==> src/vtkd_pkg.sv <==
// ----------------------------------------------------------------------------
// vtkd_pkg
// Shared types and constants for the VT100 key-sequence decoder.
// ----------------------------------------------------------------------------
package vtkd_pkg;

    localparam int PARAM_COUNT = 2;
    localparam int PARAM_BITS  = 16;
    localparam int INDEX_BITS  = 2;

    typedef logic [PARAM_BITS-1:0] param_t;
    typedef logic [INDEX_BITS-1:0] index_t;
    typedef logic [7:0]            byte_t;

    localparam param_t PARAM_MAX = {PARAM_BITS{1'b1}};

    // Character codes that steer the decoder.
    localparam byte_t CH_ESC    = 8'd27;
    localparam byte_t CH_LBRACK = 8'h5B;
    localparam byte_t CH_UPPER_O = 8'h4F;
    localparam byte_t CH_UPPER_F = 8'h46;
    localparam byte_t CH_UPPER_H = 8'h48;
    localparam byte_t CH_UPPER_A = 8'h41;
    localparam byte_t CH_UPPER_B = 8'h42;
    localparam byte_t CH_UPPER_C = 8'h43;
    localparam byte_t CH_UPPER_D = 8'h44;
    localparam byte_t CH_UPPER_R = 8'h52;
    localparam byte_t CH_LOWER_C = 8'h63;
    localparam byte_t CH_TILDE  = 8'h7E;
    localparam byte_t CH_SEMI   = 8'h3B;
    localparam byte_t CH_QUERY  = 8'h3F;
    localparam byte_t CH_ZERO   = 8'h30;
    localparam byte_t CH_NINE   = 8'h39;

    typedef enum logic [3:0] {
        MODE_RAW   = 4'b0001,
        MODE_ESC   = 4'b0010,
        MODE_ESC_O = 4'b0100,
        MODE_CSI   = 4'b1000
    } mode_t;

    typedef enum logic [3:0] {
        KEY_CHAR          = 4'd0,
        KEY_UP            = 4'd1,
        KEY_DOWN          = 4'd2,
        KEY_RIGHT         = 4'd3,
        KEY_LEFT          = 4'd4,
        KEY_HOME          = 4'd5,
        KEY_END           = 4'd6,
        KEY_INSERT        = 4'd7,
        KEY_DELETE        = 4'd8,
        KEY_PGUP          = 4'd9,
        KEY_PGDN          = 4'd10,
        KEY_CURSOR_REPORT = 4'd11,
        KEY_TERM_TYPE     = 4'd12
    } key_kind_t;

    typedef struct packed {
        key_kind_t key_kind;
        byte_t     char_value;
        logic      ctrl_flag;
        param_t    first_param;
        param_t    second_param;
    } result_t;

endpackage

==> src/vtkd_decode.sv <==
// ----------------------------------------------------------------------------
// vtkd_decode
// Escape-sequence state and the single-pass decode of one received byte.
// ----------------------------------------------------------------------------
module vtkd_decode
(
    input  logic                    clk,
    input  logic                    rst_n,
    input  logic                    step,
    input  vtkd_pkg::byte_t         rx_byte,
    output logic                    result_valid,
    output vtkd_pkg::result_t       result
);

    localparam int WIDE_BITS = vtkd_pkg::PARAM_BITS + 4;
    typedef logic [WIDE_BITS-1:0] wide_t;

    vtkd_pkg::mode_t  mode_reg, mode_next;
    vtkd_pkg::index_t index_reg, index_next;
    vtkd_pkg::param_t param_reg [vtkd_pkg::PARAM_COUNT];
    vtkd_pkg::param_t param_next [vtkd_pkg::PARAM_COUNT];

    logic             is_digit;
    logic             index_open;
    vtkd_pkg::param_t cur_param;
    wide_t            cur_wide;
    wide_t            scaled;
    vtkd_pkg::param_t digit_result;

    assign is_digit   = (rx_byte >= vtkd_pkg::CH_ZERO) && (rx_byte <= vtkd_pkg::CH_NINE);
    assign index_open = (index_reg < vtkd_pkg::INDEX_BITS'(vtkd_pkg::PARAM_COUNT));
    assign cur_param  = param_reg[index_reg[0]];
    assign cur_wide   = WIDE_BITS'(cur_param);
    // Times ten as two shifts and an add; the low nibble of an ASCII digit is its value.
    assign scaled     = (cur_wide << 3) + (cur_wide << 1) + WIDE_BITS'(rx_byte[3:0]);
    assign digit_result = (scaled > WIDE_BITS'(vtkd_pkg::PARAM_MAX))
                        ? vtkd_pkg::PARAM_MAX
                        : scaled[vtkd_pkg::PARAM_BITS-1:0];

    always_comb
    begin
        mode_next     = mode_reg;
        index_next    = index_reg;
        param_next[0] = param_reg[0];
        param_next[1] = param_reg[1];
        result_valid  = 1'b0;
        result        = '0;

        unique case (mode_reg)
            vtkd_pkg::MODE_RAW:
            begin
                if (rx_byte == vtkd_pkg::CH_ESC)
                begin
                    mode_next = vtkd_pkg::MODE_ESC;
                end
                else
                begin
                    result_valid      = 1'b1;
                    result.key_kind   = vtkd_pkg::KEY_CHAR;
                    result.char_value = rx_byte;
                end
            end
            vtkd_pkg::MODE_ESC:
            begin
                if (rx_byte == vtkd_pkg::CH_LBRACK)
                begin
                    mode_next     = vtkd_pkg::MODE_CSI;
                    index_next    = '0;
                    param_next[0] = '0;
                    param_next[1] = '0;
                end
                else if (rx_byte == vtkd_pkg::CH_UPPER_O)
                begin
                    mode_next = vtkd_pkg::MODE_ESC_O;
                end
                else
                begin
                    mode_next = vtkd_pkg::MODE_RAW;
                end
            end
            vtkd_pkg::MODE_ESC_O:
            begin
                mode_next = vtkd_pkg::MODE_RAW;
                if (rx_byte == vtkd_pkg::CH_UPPER_F)
                begin
                    result_valid    = 1'b1;
                    result.key_kind = vtkd_pkg::KEY_END;
                end
                else if (rx_byte == vtkd_pkg::CH_UPPER_H)
                begin
                    result_valid    = 1'b1;
                    result.key_kind = vtkd_pkg::KEY_HOME;
                end
            end
            vtkd_pkg::MODE_CSI:
            begin
                priority if (is_digit)
                begin
                    if (index_open)
                    begin
                        param_next[index_reg[0]] = digit_result;
                    end
                end
                else if (rx_byte == vtkd_pkg::CH_SEMI)
                begin
                    if (index_open)
                    begin
                        index_next = index_reg + vtkd_pkg::INDEX_BITS'(1);
                    end
                end
                else if (rx_byte == vtkd_pkg::CH_QUERY)
                begin
                    mode_next = vtkd_pkg::MODE_CSI;
                end
                else
                begin
                    mode_next = vtkd_pkg::MODE_RAW;
                    unique case (rx_byte)
                        vtkd_pkg::CH_UPPER_A:
                        begin
                            result_valid    = 1'b1;
                            result.key_kind = vtkd_pkg::KEY_UP;
                        end
                        vtkd_pkg::CH_UPPER_B:
                        begin
                            result_valid    = 1'b1;
                            result.key_kind = vtkd_pkg::KEY_DOWN;
                        end
                        vtkd_pkg::CH_UPPER_C:
                        begin
                            result_valid    = 1'b1;
                            result.key_kind = vtkd_pkg::KEY_RIGHT;
                        end
                        vtkd_pkg::CH_UPPER_D:
                        begin
                            result_valid    = 1'b1;
                            result.key_kind = vtkd_pkg::KEY_LEFT;
                        end
                        vtkd_pkg::CH_UPPER_R:
                        begin
                            result_valid        = 1'b1;
                            result.key_kind     = vtkd_pkg::KEY_CURSOR_REPORT;
                            result.first_param  = param_reg[0];
                            result.second_param = param_reg[1];
                        end
                        vtkd_pkg::CH_LOWER_C:
                        begin
                            result_valid        = 1'b1;
                            result.key_kind     = vtkd_pkg::KEY_TERM_TYPE;
                            result.first_param  = param_reg[0];
                            result.second_param = param_reg[1];
                        end
                        vtkd_pkg::CH_TILDE:
                        begin
                            // A separator seen at all marks a modifier.
                            result.ctrl_flag = (index_reg != '0);
                            result_valid     = 1'b1;
                            unique case (param_reg[0])
                                vtkd_pkg::PARAM_BITS'(1): result.key_kind = vtkd_pkg::KEY_HOME;
                                vtkd_pkg::PARAM_BITS'(2): result.key_kind = vtkd_pkg::KEY_INSERT;
                                vtkd_pkg::PARAM_BITS'(3): result.key_kind = vtkd_pkg::KEY_DELETE;
                                vtkd_pkg::PARAM_BITS'(4): result.key_kind = vtkd_pkg::KEY_END;
                                vtkd_pkg::PARAM_BITS'(5): result.key_kind = vtkd_pkg::KEY_PGUP;
                                vtkd_pkg::PARAM_BITS'(6): result.key_kind = vtkd_pkg::KEY_PGDN;
                                default:
                                begin
                                    result_valid     = 1'b0;
                                    result.ctrl_flag = 1'b0;
                                end
                            endcase
                        end
                        default:
                        begin
                            result_valid = 1'b0;
                        end
                    endcase
                end
            end
            default:
            begin
                mode_next = vtkd_pkg::MODE_RAW;
            end
        endcase
    end

    always_ff @(posedge clk or negedge rst_n)
    begin
        if (!rst_n)
        begin
            mode_reg     <= vtkd_pkg::MODE_RAW;
            index_reg    <= '0;
            param_reg[0] <= '0;
            param_reg[1] <= '0;
        end
        else if (step)
        begin
            mode_reg     <= mode_next;
            index_reg    <= index_next;
            param_reg[0] <= param_next[0];
            param_reg[1] <= param_next[1];
        end
    end

endmodule

==> src/vt100_key_sequence_decoder_top.sv <==
// ----------------------------------------------------------------------------
// vt100_key_sequence_decoder_top
// VT100 / ANSI key-sequence decoder with valid/ready byte input and key output.
// ----------------------------------------------------------------------------
// The decoder takes one terminal byte per cycle unless the output holds it off,
// and delivers at most one key result per byte. A byte lands in the input
// register. While the output register can take a result, the byte is decoded
// against the escape state in a single combinational pass, and the result is
// captured in the output register, from which it can be taken. The escape state
// updates in that same cycle. While the output is taken every cycle, a new byte
// is accepted every cycle. While a result waits on the output, one more byte is
// taken into the input register, and then the input stalls until the waiting
// result is taken.
module vt100_key_sequence_decoder_top
(
    input  logic        clk,
    input  logic        rst_n,
    input  logic        in_valid,
    output logic        in_ready,
    input  logic [7:0]  rx_byte,
    output logic        out_valid,
    input  logic        out_ready,
    output logic [3:0]  key_kind,
    output logic [7:0]  char_value,
    output logic        ctrl_flag,
    output logic [15:0] first_param,
    output logic [15:0] second_param
);

    logic              in_valid_reg, in_valid_next;
    vtkd_pkg::byte_t   in_byte_reg;
    logic              out_valid_reg, out_valid_next;
    vtkd_pkg::result_t out_data_reg;

    logic              advance;
    logic              res_valid;
    vtkd_pkg::result_t res;

    // The decode stage moves whenever it holds a byte and the output register can take a result.
    assign advance  = in_valid_reg && (!out_valid_reg || out_ready);
    assign in_ready = !in_valid_reg || advance;

    vtkd_decode u_decode
    (
        .clk          (clk),
        .rst_n        (rst_n),
        .step         (advance),
        .rx_byte      (in_byte_reg),
        .result_valid (res_valid),
        .result       (res)
    );

    always_comb
    begin
        in_valid_next = in_valid_reg;
        if (in_valid && in_ready)
        begin
            in_valid_next = 1'b1;
        end
        else if (advance)
        begin
            in_valid_next = 1'b0;
        end

        out_valid_next = out_valid_reg;
        if (advance && res_valid)
        begin
            out_valid_next = 1'b1;
        end
        else if (out_ready)
        begin
            out_valid_next = 1'b0;
        end
    end

    always_ff @(posedge clk or negedge rst_n)
    begin
        if (!rst_n)
        begin
            in_valid_reg  <= 1'b0;
            out_valid_reg <= 1'b0;
        end
        else
        begin
            in_valid_reg  <= in_valid_next;
            out_valid_reg <= out_valid_next;
        end
    end

    always_ff @(posedge clk)
    begin
        if (in_valid && in_ready)
        begin
            in_byte_reg <= rx_byte;
        end
        if (advance && res_valid)
        begin
            out_data_reg <= res;
        end
    end

    assign out_valid    = out_valid_reg;
    assign key_kind     = out_data_reg.key_kind;
    assign char_value   = out_data_reg.char_value;
    assign ctrl_flag    = out_data_reg.ctrl_flag;
    assign first_param  = out_data_reg.first_param;
    assign second_param = out_data_reg.second_param;

endmodule

==> config.mk <==
export PLATFORM = sky130hd
export DESIGN_NAME = vt100_key_sequence_decoder_top
export DESIGN_NICKNAME = d
export VERILOG_FILES = /design/src/vtkd_pkg.sv /design/src/vtkd_decode.sv /design/src/vt100_key_sequence_decoder_top.sv
export SDC_FILE = /design/constraint.sdc
export NUM_CORES = 1
export LEC_CHECK = 0
export ABC_AREA = 1
export BUFFER_PORTS_ARGS = -buffer_cell sky130_fd_sc_hd__buf_4
export CAP_MARGIN = 20
export CORE_MARGIN = 2
export CORE_UTILIZATION = 54
export CTS_BUF_LIST = sky130_fd_sc_hd__clkbuf_16
export CTS_CLUSTER_SIZE = 14
export DETAILED_ROUTE_END_ITERATION = 10
export GPL_TIMING_DRIVEN = 0
export PLACE_DENSITY = 0.77
export SYNTH_ARGS = -nofsm -noshare
export SYNTH_HDL_FRONTEND = slang
export SYNTH_HIERARCHICAL = 1
export SYNTH_SLANG_ARGS = --single-unit
==> constraint.sdc <==
create_clock -name clk -period 3.3 [get_ports clk]
set_clock_uncertainty 0.15 [all_clocks]
set_input_delay 0.165 -clock clk [delete_from_list [all_inputs] [get_ports clk]]
set_output_delay 0.165 -clock clk [all_outputs]
set_load 0.005 [all_outputs]
==> results of run 1 <==
## path summary, 6_finish.rpt
kind                       slack [ps]              startpoint                endpoint  cells past startpoint
min in group clk                  330  u_decode/param_reg[21]  u_decode/param_reg[21]                      2
setup reg to reg                   60   u_decode/index_reg[0]  u_decode/param_reg[21]                     19
hold reg to reg                   330  u_decode/param_reg[21]  u_decode/param_reg[21]                      2
setup / recovery                   60   u_decode/index_reg[0]  u_decode/param_reg[21]                     19
max in group asynchronous        2430                   rst_n    u_decode/mode_reg[0]                      2
hold / removal                    190                   rst_n  u_decode/param_reg[29]                      2
## through the flow
step / area, sq um / std cells / TNS (ps)
6_report: 7310 / 953 / 0
3_3_place_gp: 6320 / 905 / -53620
2_1_floorplan: 5710 / 711 / 0
3_5_place_dp: 6340 / 906 / -18210
4_1_cts: 6960 / 942 / -167
5_1_grt: 7310 / 953 / -1440
## worst reg2reg max path: cells and delay by family, from the launching register on
family / cells / cell delay (ps)
adders and majority gates: 2 / 880
buffers and inverters: 4 / 570
DFF: 1 / 370
and+or+nand+nor: 12 / 960
AOI/OAI and AO/OA: 1 / 210
## where the power goes
part,internal (W),switching [W],leakage [nW]
Clock,0.000584,0.000432,0.147
Sequential,0.00141,0.0000599,1.07
Combinational,0.000232,0.000350,2.50
Total,0.00223,0.000842,3.71
## cells by family after synthesis
group	after synthesis	share of synthesized area, %
XOR/XNOR	10	1.53
buffers and inverters	105	7.67
adder cells (fa/ha/maj)	34	7.71
AO/OA/AOI/OAI	44	4.40
multiplexers	1	0.197
AND/OR/NAND/NOR	424	33.1
flip-flops	93	45.4
## Yosys cell counts (all sizes together), types with 3 or more instances
cell      n  area share (%)
clkbuf    3            0.20
a21oi    11             1.2
xnor2     9             1.4
a31oi     3            0.33
nand3    50             5.6
edfxtp   53              28
nand3b    3            0.39
nand4     5            0.55
buf      12             1.6
ha       32             7.0
nand2   270              18
dfrtp    39              17
o21ai    26             2.3
and2      3            0.33
nor2     61             5.0
inv      88             5.8
nor3     30             2.7
## per-layer routing
layer	share of wire, %	wire (microns)	up-vias
li1	-	-	2489
met1	47	6820	2406
met2	46	6630	204
met3	6.5	946	16
met4	1.2	171	0
met5	0	0	-
## timing repair
action	4_1_cts	5_1_grt
endpoints found under the setup margin	32	32
endpoints found under the hold margin	49	0
buffers inserted	7	10
cloned	1	2
gates resized for setup	34	66
hold buffers	12	0
pin swaps	6	20
## cell type report
class                   count  area share, %
multi-input cells         513           40.7
clock inverters             7          0.941
clock buffers               9           3.08
flip-flops and latches     93           35.5
inverters                  90           4.62
repair buffers             91           11.0
plain buffers              14           1.83
well taps                 136           2.33
==> metrics.txt, run 1 <==
status=finished, final reports clean; minimum clock period after layout=between 3000 and 4000 ps; area of the multi-input gates=2980 sq um; Crit path required time=3390 ps; DR vias/cell=5.37; Post-Place Worst Slack=-628 ps; H-tree depth=3; CP endpoint kind=flip-flop; Net Count, Synth=approximately 760; CP peak stage delay=510 ps; top_reg_cell synth=edfxtp_1; via count=around 5k; met3 Usage GRT=3.71%; clk_lat worst skew=340 ps; Cells after Synth=slightly above 700; maximum vdd drop=between 0.3 and 0.4 mV; synth-to-layout area growth=28.1%; Die Y-Extent=107 microns; Hold Crit Class=input pin to async pin; worst path arrival time=between 3000 and 4000 ps; final worst slack=60.7 ps; Synth cell types=42; max frequency=between 0.3 and 0.4 GHz; max reg flops=32; post-synthesis sequential area ratio=45.4%; clock slew at reported path FFs=60 ps; Wirelength per Cell=15.3 microns; vias in the first global route=between 4k and 5k; Final Cycle Share=98.2%; dpl hpwl=10.3 mm; initial antenna violation count=0; crit start category=flip-flop; grt ovf=0; RePlAce Congestion=~0.95; first-pass GRT wire length=22.3 mm; hold_ws=191 ps; Iteration-0 DRC Markers=377; CP Cell Sequence=buf_6 > clkbuf_16 > o21ai_4 > fa_2 > fa_2 > nand2_2 > nand2_4 > nand3_2 > nand2_2 > nand2_2 > nand2_1 > nand2_1 > nand2_2 > nor2_4 > buf_6 > buf_16 > nand3_2 > nand2_1 > nand2_1; Clock Sink Count=93; slowest CP cell=fa_2; yosys warns=6; Synth Cell Area=roughly 5700 sq um; routing usage on met1=a little under two fifths; Max-slew headroom=64.4%; fin. max-slew vios=0; setup violators final=0; Fill cells=778; Ports=59; CP Class=flip-flop to flip-flop; Synth async-reset ratio=43.0%; GRT busiest layer=met1; cell family with most CP delay=simple AND/OR/NAND/NOR gates; pin count of the biggest net entering global routing=41; most common cell after layout, fill and taps aside=nand2_1; most frequent cells in the layout=nand2_1, inv_1, buf_4; Layout Nets=858; fraction of layout cells with a size suffix above 1=25.6%; die area=11400 sq um; Core Area=10300 sq um; CTS Buffer Depth=2; unrepaired setup endpoints after global routing=yes; Final Hold Viols=0; WP buf/inv=4; diode count=0; Leak=~3.7 nW; Detail Route Antenna Nets=0; Num CTS Buffers=9; DRC viols=0; drt first pass iters=5; average size of a mapped cell=8.03 sq um; Pwr Total=0.00307 W; Final Core Density=approximately 71%; Die X=107 microns; PwrDens=419 nW/um^2; Crit Path Max Fanout=7; number of synthesized flops with an enable pin=53; drt total wl=~15 mm; #FFs+latches synth=between 90 and 100; Port-buffer cells=58; CTS tree=built; gr usage total=25.0%; register area=roughly 2600 sq um; row cnt=37; worst slew pin tran=around 530 ps; max cap viols=0; initial core utilization=55.6%; CTS root buffer=clkbuf_16; GR met2 Demand/Resource=37.5%
No activity file was read; power rests on OpenSTA's default activity.
==> inputs of run 2 (changes only) <==
--- a/config.mk
+++ b/config.mk
@@ -8,13 +8,12 @@
 export ABC_AREA = 1
 export BUFFER_PORTS_ARGS = -buffer_cell sky130_fd_sc_hd__buf_4
 export CAP_MARGIN = 20
-export CORE_MARGIN = 2
-export CORE_UTILIZATION = 54
+export CORE_UTILIZATION = 60
 export CTS_BUF_LIST = sky130_fd_sc_hd__clkbuf_16
 export CTS_CLUSTER_SIZE = 14
 export DETAILED_ROUTE_END_ITERATION = 10
 export GPL_TIMING_DRIVEN = 0
-export PLACE_DENSITY = 0.77
+export PLACE_DENSITY = 0.81
 export SYNTH_ARGS = -nofsm -noshare
 export SYNTH_HDL_FRONTEND = slang
 export SYNTH_HIERARCHICAL = 1
==> constraint.sdc (replaced) <==
create_clock -name clk -period 3.62 [get_ports clk]
set_clock_uncertainty 0.15 [all_clocks]
set_input_delay 0.181 -clock clk [delete_from_list [all_inputs] [get_ports clk]]
set_output_delay 0.181 -clock clk [all_outputs]
set_load 0.005 [all_outputs]
==> metrics.txt, run 2 (synthesized netlist as in run 1, its figures left out) <==
status=finished, final reports clean; DR vias/cell=between 5 and 6; final worst slack=177 ps; fraction of layout cells with a size suffix above 1=17.9%; cell family with most CP delay=simple AND/OR/NAND/NOR gates; fin. max-slew vios=0; Hold Crit Class=input pin to async pin; area of the multi-input gates=roughly 2700 sq um; CTS root buffer=clkbuf_16; clk_lat worst skew=330 ps; DRC viols=0; Fill cells=678; synth-to-layout area growth=19.5%; Post-Place Worst Slack=-210 ps; Wirelength per Cell=14.1 microns; max cap viols=0; Die Y-Extent=around 100 microns; pin count of the biggest net entering global routing=41; Core Area=between 9000 and 10000 sq um; Final Core Density=73.8%; row cnt=35; Leak=about 3.5 nW; die area=between 9000 and 10000 sq um; RePlAce Congestion=about 1; diode count=0; H-tree depth=3; dpl hpwl=~10 mm; drt total wl=13.1 mm; most common cell after layout, fill and taps aside=nand2_1; initial core utilization=61.8%; first-pass GRT wire length=around 21 mm; CP endpoint kind=flip-flop; WP buf/inv=3; CTS Buffer Depth=2; register area=2590 sq um; minimum clock period after layout=3440 ps; CP Class=flip-flop to flip-flop; initial antenna violation count=0; Final Cycle Share=95.1%; fin area=6820 sq um; Layout Nets=842; Clock Sink Count=93; worst slew pin tran=around 530 ps; drt first pass iters=6; Iteration-0 DRC Markers=approximately 380; placed insts=899; Crit path required time=around 3700 ps; most used cell, CP=nand2_1; CP Cell Sequence=buf_2 > buf_4 > o21ai_4 > fa_1 > fa_2 > nand2_1 > nand2_1 > nand3_1 > nand2_2 > nand2_1 > nand2_1 > nand2_1 > nand2_2 > nor2_4 > clkbuf_16 > nand3_2 > nand2_1 > nand2_1; Num CTS Buffers=9; Ports=59; PwrDens=396 nW/um^2; setup violators final=0; grt ovf=0; Max-slew headroom=64.4%; Final Non-Filler Cells=930; max frequency=0.290 GHz; Crit Path Max Fanout=10; crit start category=flip-flop; clock slew at reported path FFs=60 ps; Port-buffer cells=58; max reg flops=32; slowest CP cell=fa_1; vias in the first global route=about 4.6k; gr usage total=about 27%; CTS tree=built; most frequent cells in the layout=nand2_1, inv_1, buf_4; Final Hold Viols=0; CP peak stage delay=480 ps; Detail Route Antenna Nets=0; Post-Place Cell Area=6330 sq um; Pwr Total=0.00270 W; worst path arrival time=roughly 3500 ps; via count=5043; Die X=roughly 100 microns; maximum vdd drop=0.268 mV
[run 2: cell count changes in the layout (fill, tap and decap cells not counted), moves of 9 or more]
cell / change
o21ai_1: +10
o21ai_2: -11
nand3_4: -9
buf_4: -10
nand2_1: +21
nand2_2: -20
[run 2: per-layer routing]
layer	part of all wire, %	vias to the layer above	wire (microns)	global-route usage [%]
met2	46	257	6090	43.1
met3	6.8	14	896	3.23
met5	0	-	0	0
li1	-	2458	-	-
met1	45	2314	5940	39.2
met4	1.5	0	198	9.50
[run 2: worst paths after layout]
check                                       start                endpoint  slack, ps  cells past startpoint
setup / recovery            u_decode/index_reg[0]  u_decode/param_reg[25]        180                     18
hold reg to reg            u_decode/param_reg[22]  u_decode/param_reg[22]        330                      2
min in group clk           u_decode/param_reg[22]  u_decode/param_reg[22]        330                      2
max in group asynchronous                   rst_n    u_decode/mode_reg[0]       2710                      2
hold / removal                              rst_n  u_decode/param_reg[13]        220                      2
setup reg to reg            u_decode/index_reg[0]  u_decode/param_reg[25]        180                     18
[run 2: timing repair]
item / 4_1_cts / 5_1_grt
buffers inserted: 0 / 2
endpoints found under the setup margin: 32 / 32
hold buffers: 12 / 0
endpoints found under the hold margin: 49 / 0
pin swaps: 0 / 4
gates cloned: 0 / 1
resized for setup: 8 / 22
[run 2: cell type report]
cell class              instances  share of cell area [%]
clock buffers                   9                    3.30
multi-input cells             513                    39.9
well taps                     129                    2.37
flip-flops and latches         93                    38.0
inverters                      90                    4.95
repair buffers                 74                    9.21
clock inverters                 7                   0.642
plain buffers                  15                    1.65
[run 2: where the power goes]
part,internal (W),switching [W]
combinational,0.000208,0.000308
sequential,0.00128,0.0000513
clock,0.000461,0.000388
total,0.00195,0.000747
[run 2: through the flow]
stage	setup TNS, ps	hold slack (ps)
floorplan	0	-265
finish	0	220
global placement	-21670	39.4
global route	-52.3	290
detailed placement	-4850	47.7
CTS	0	235
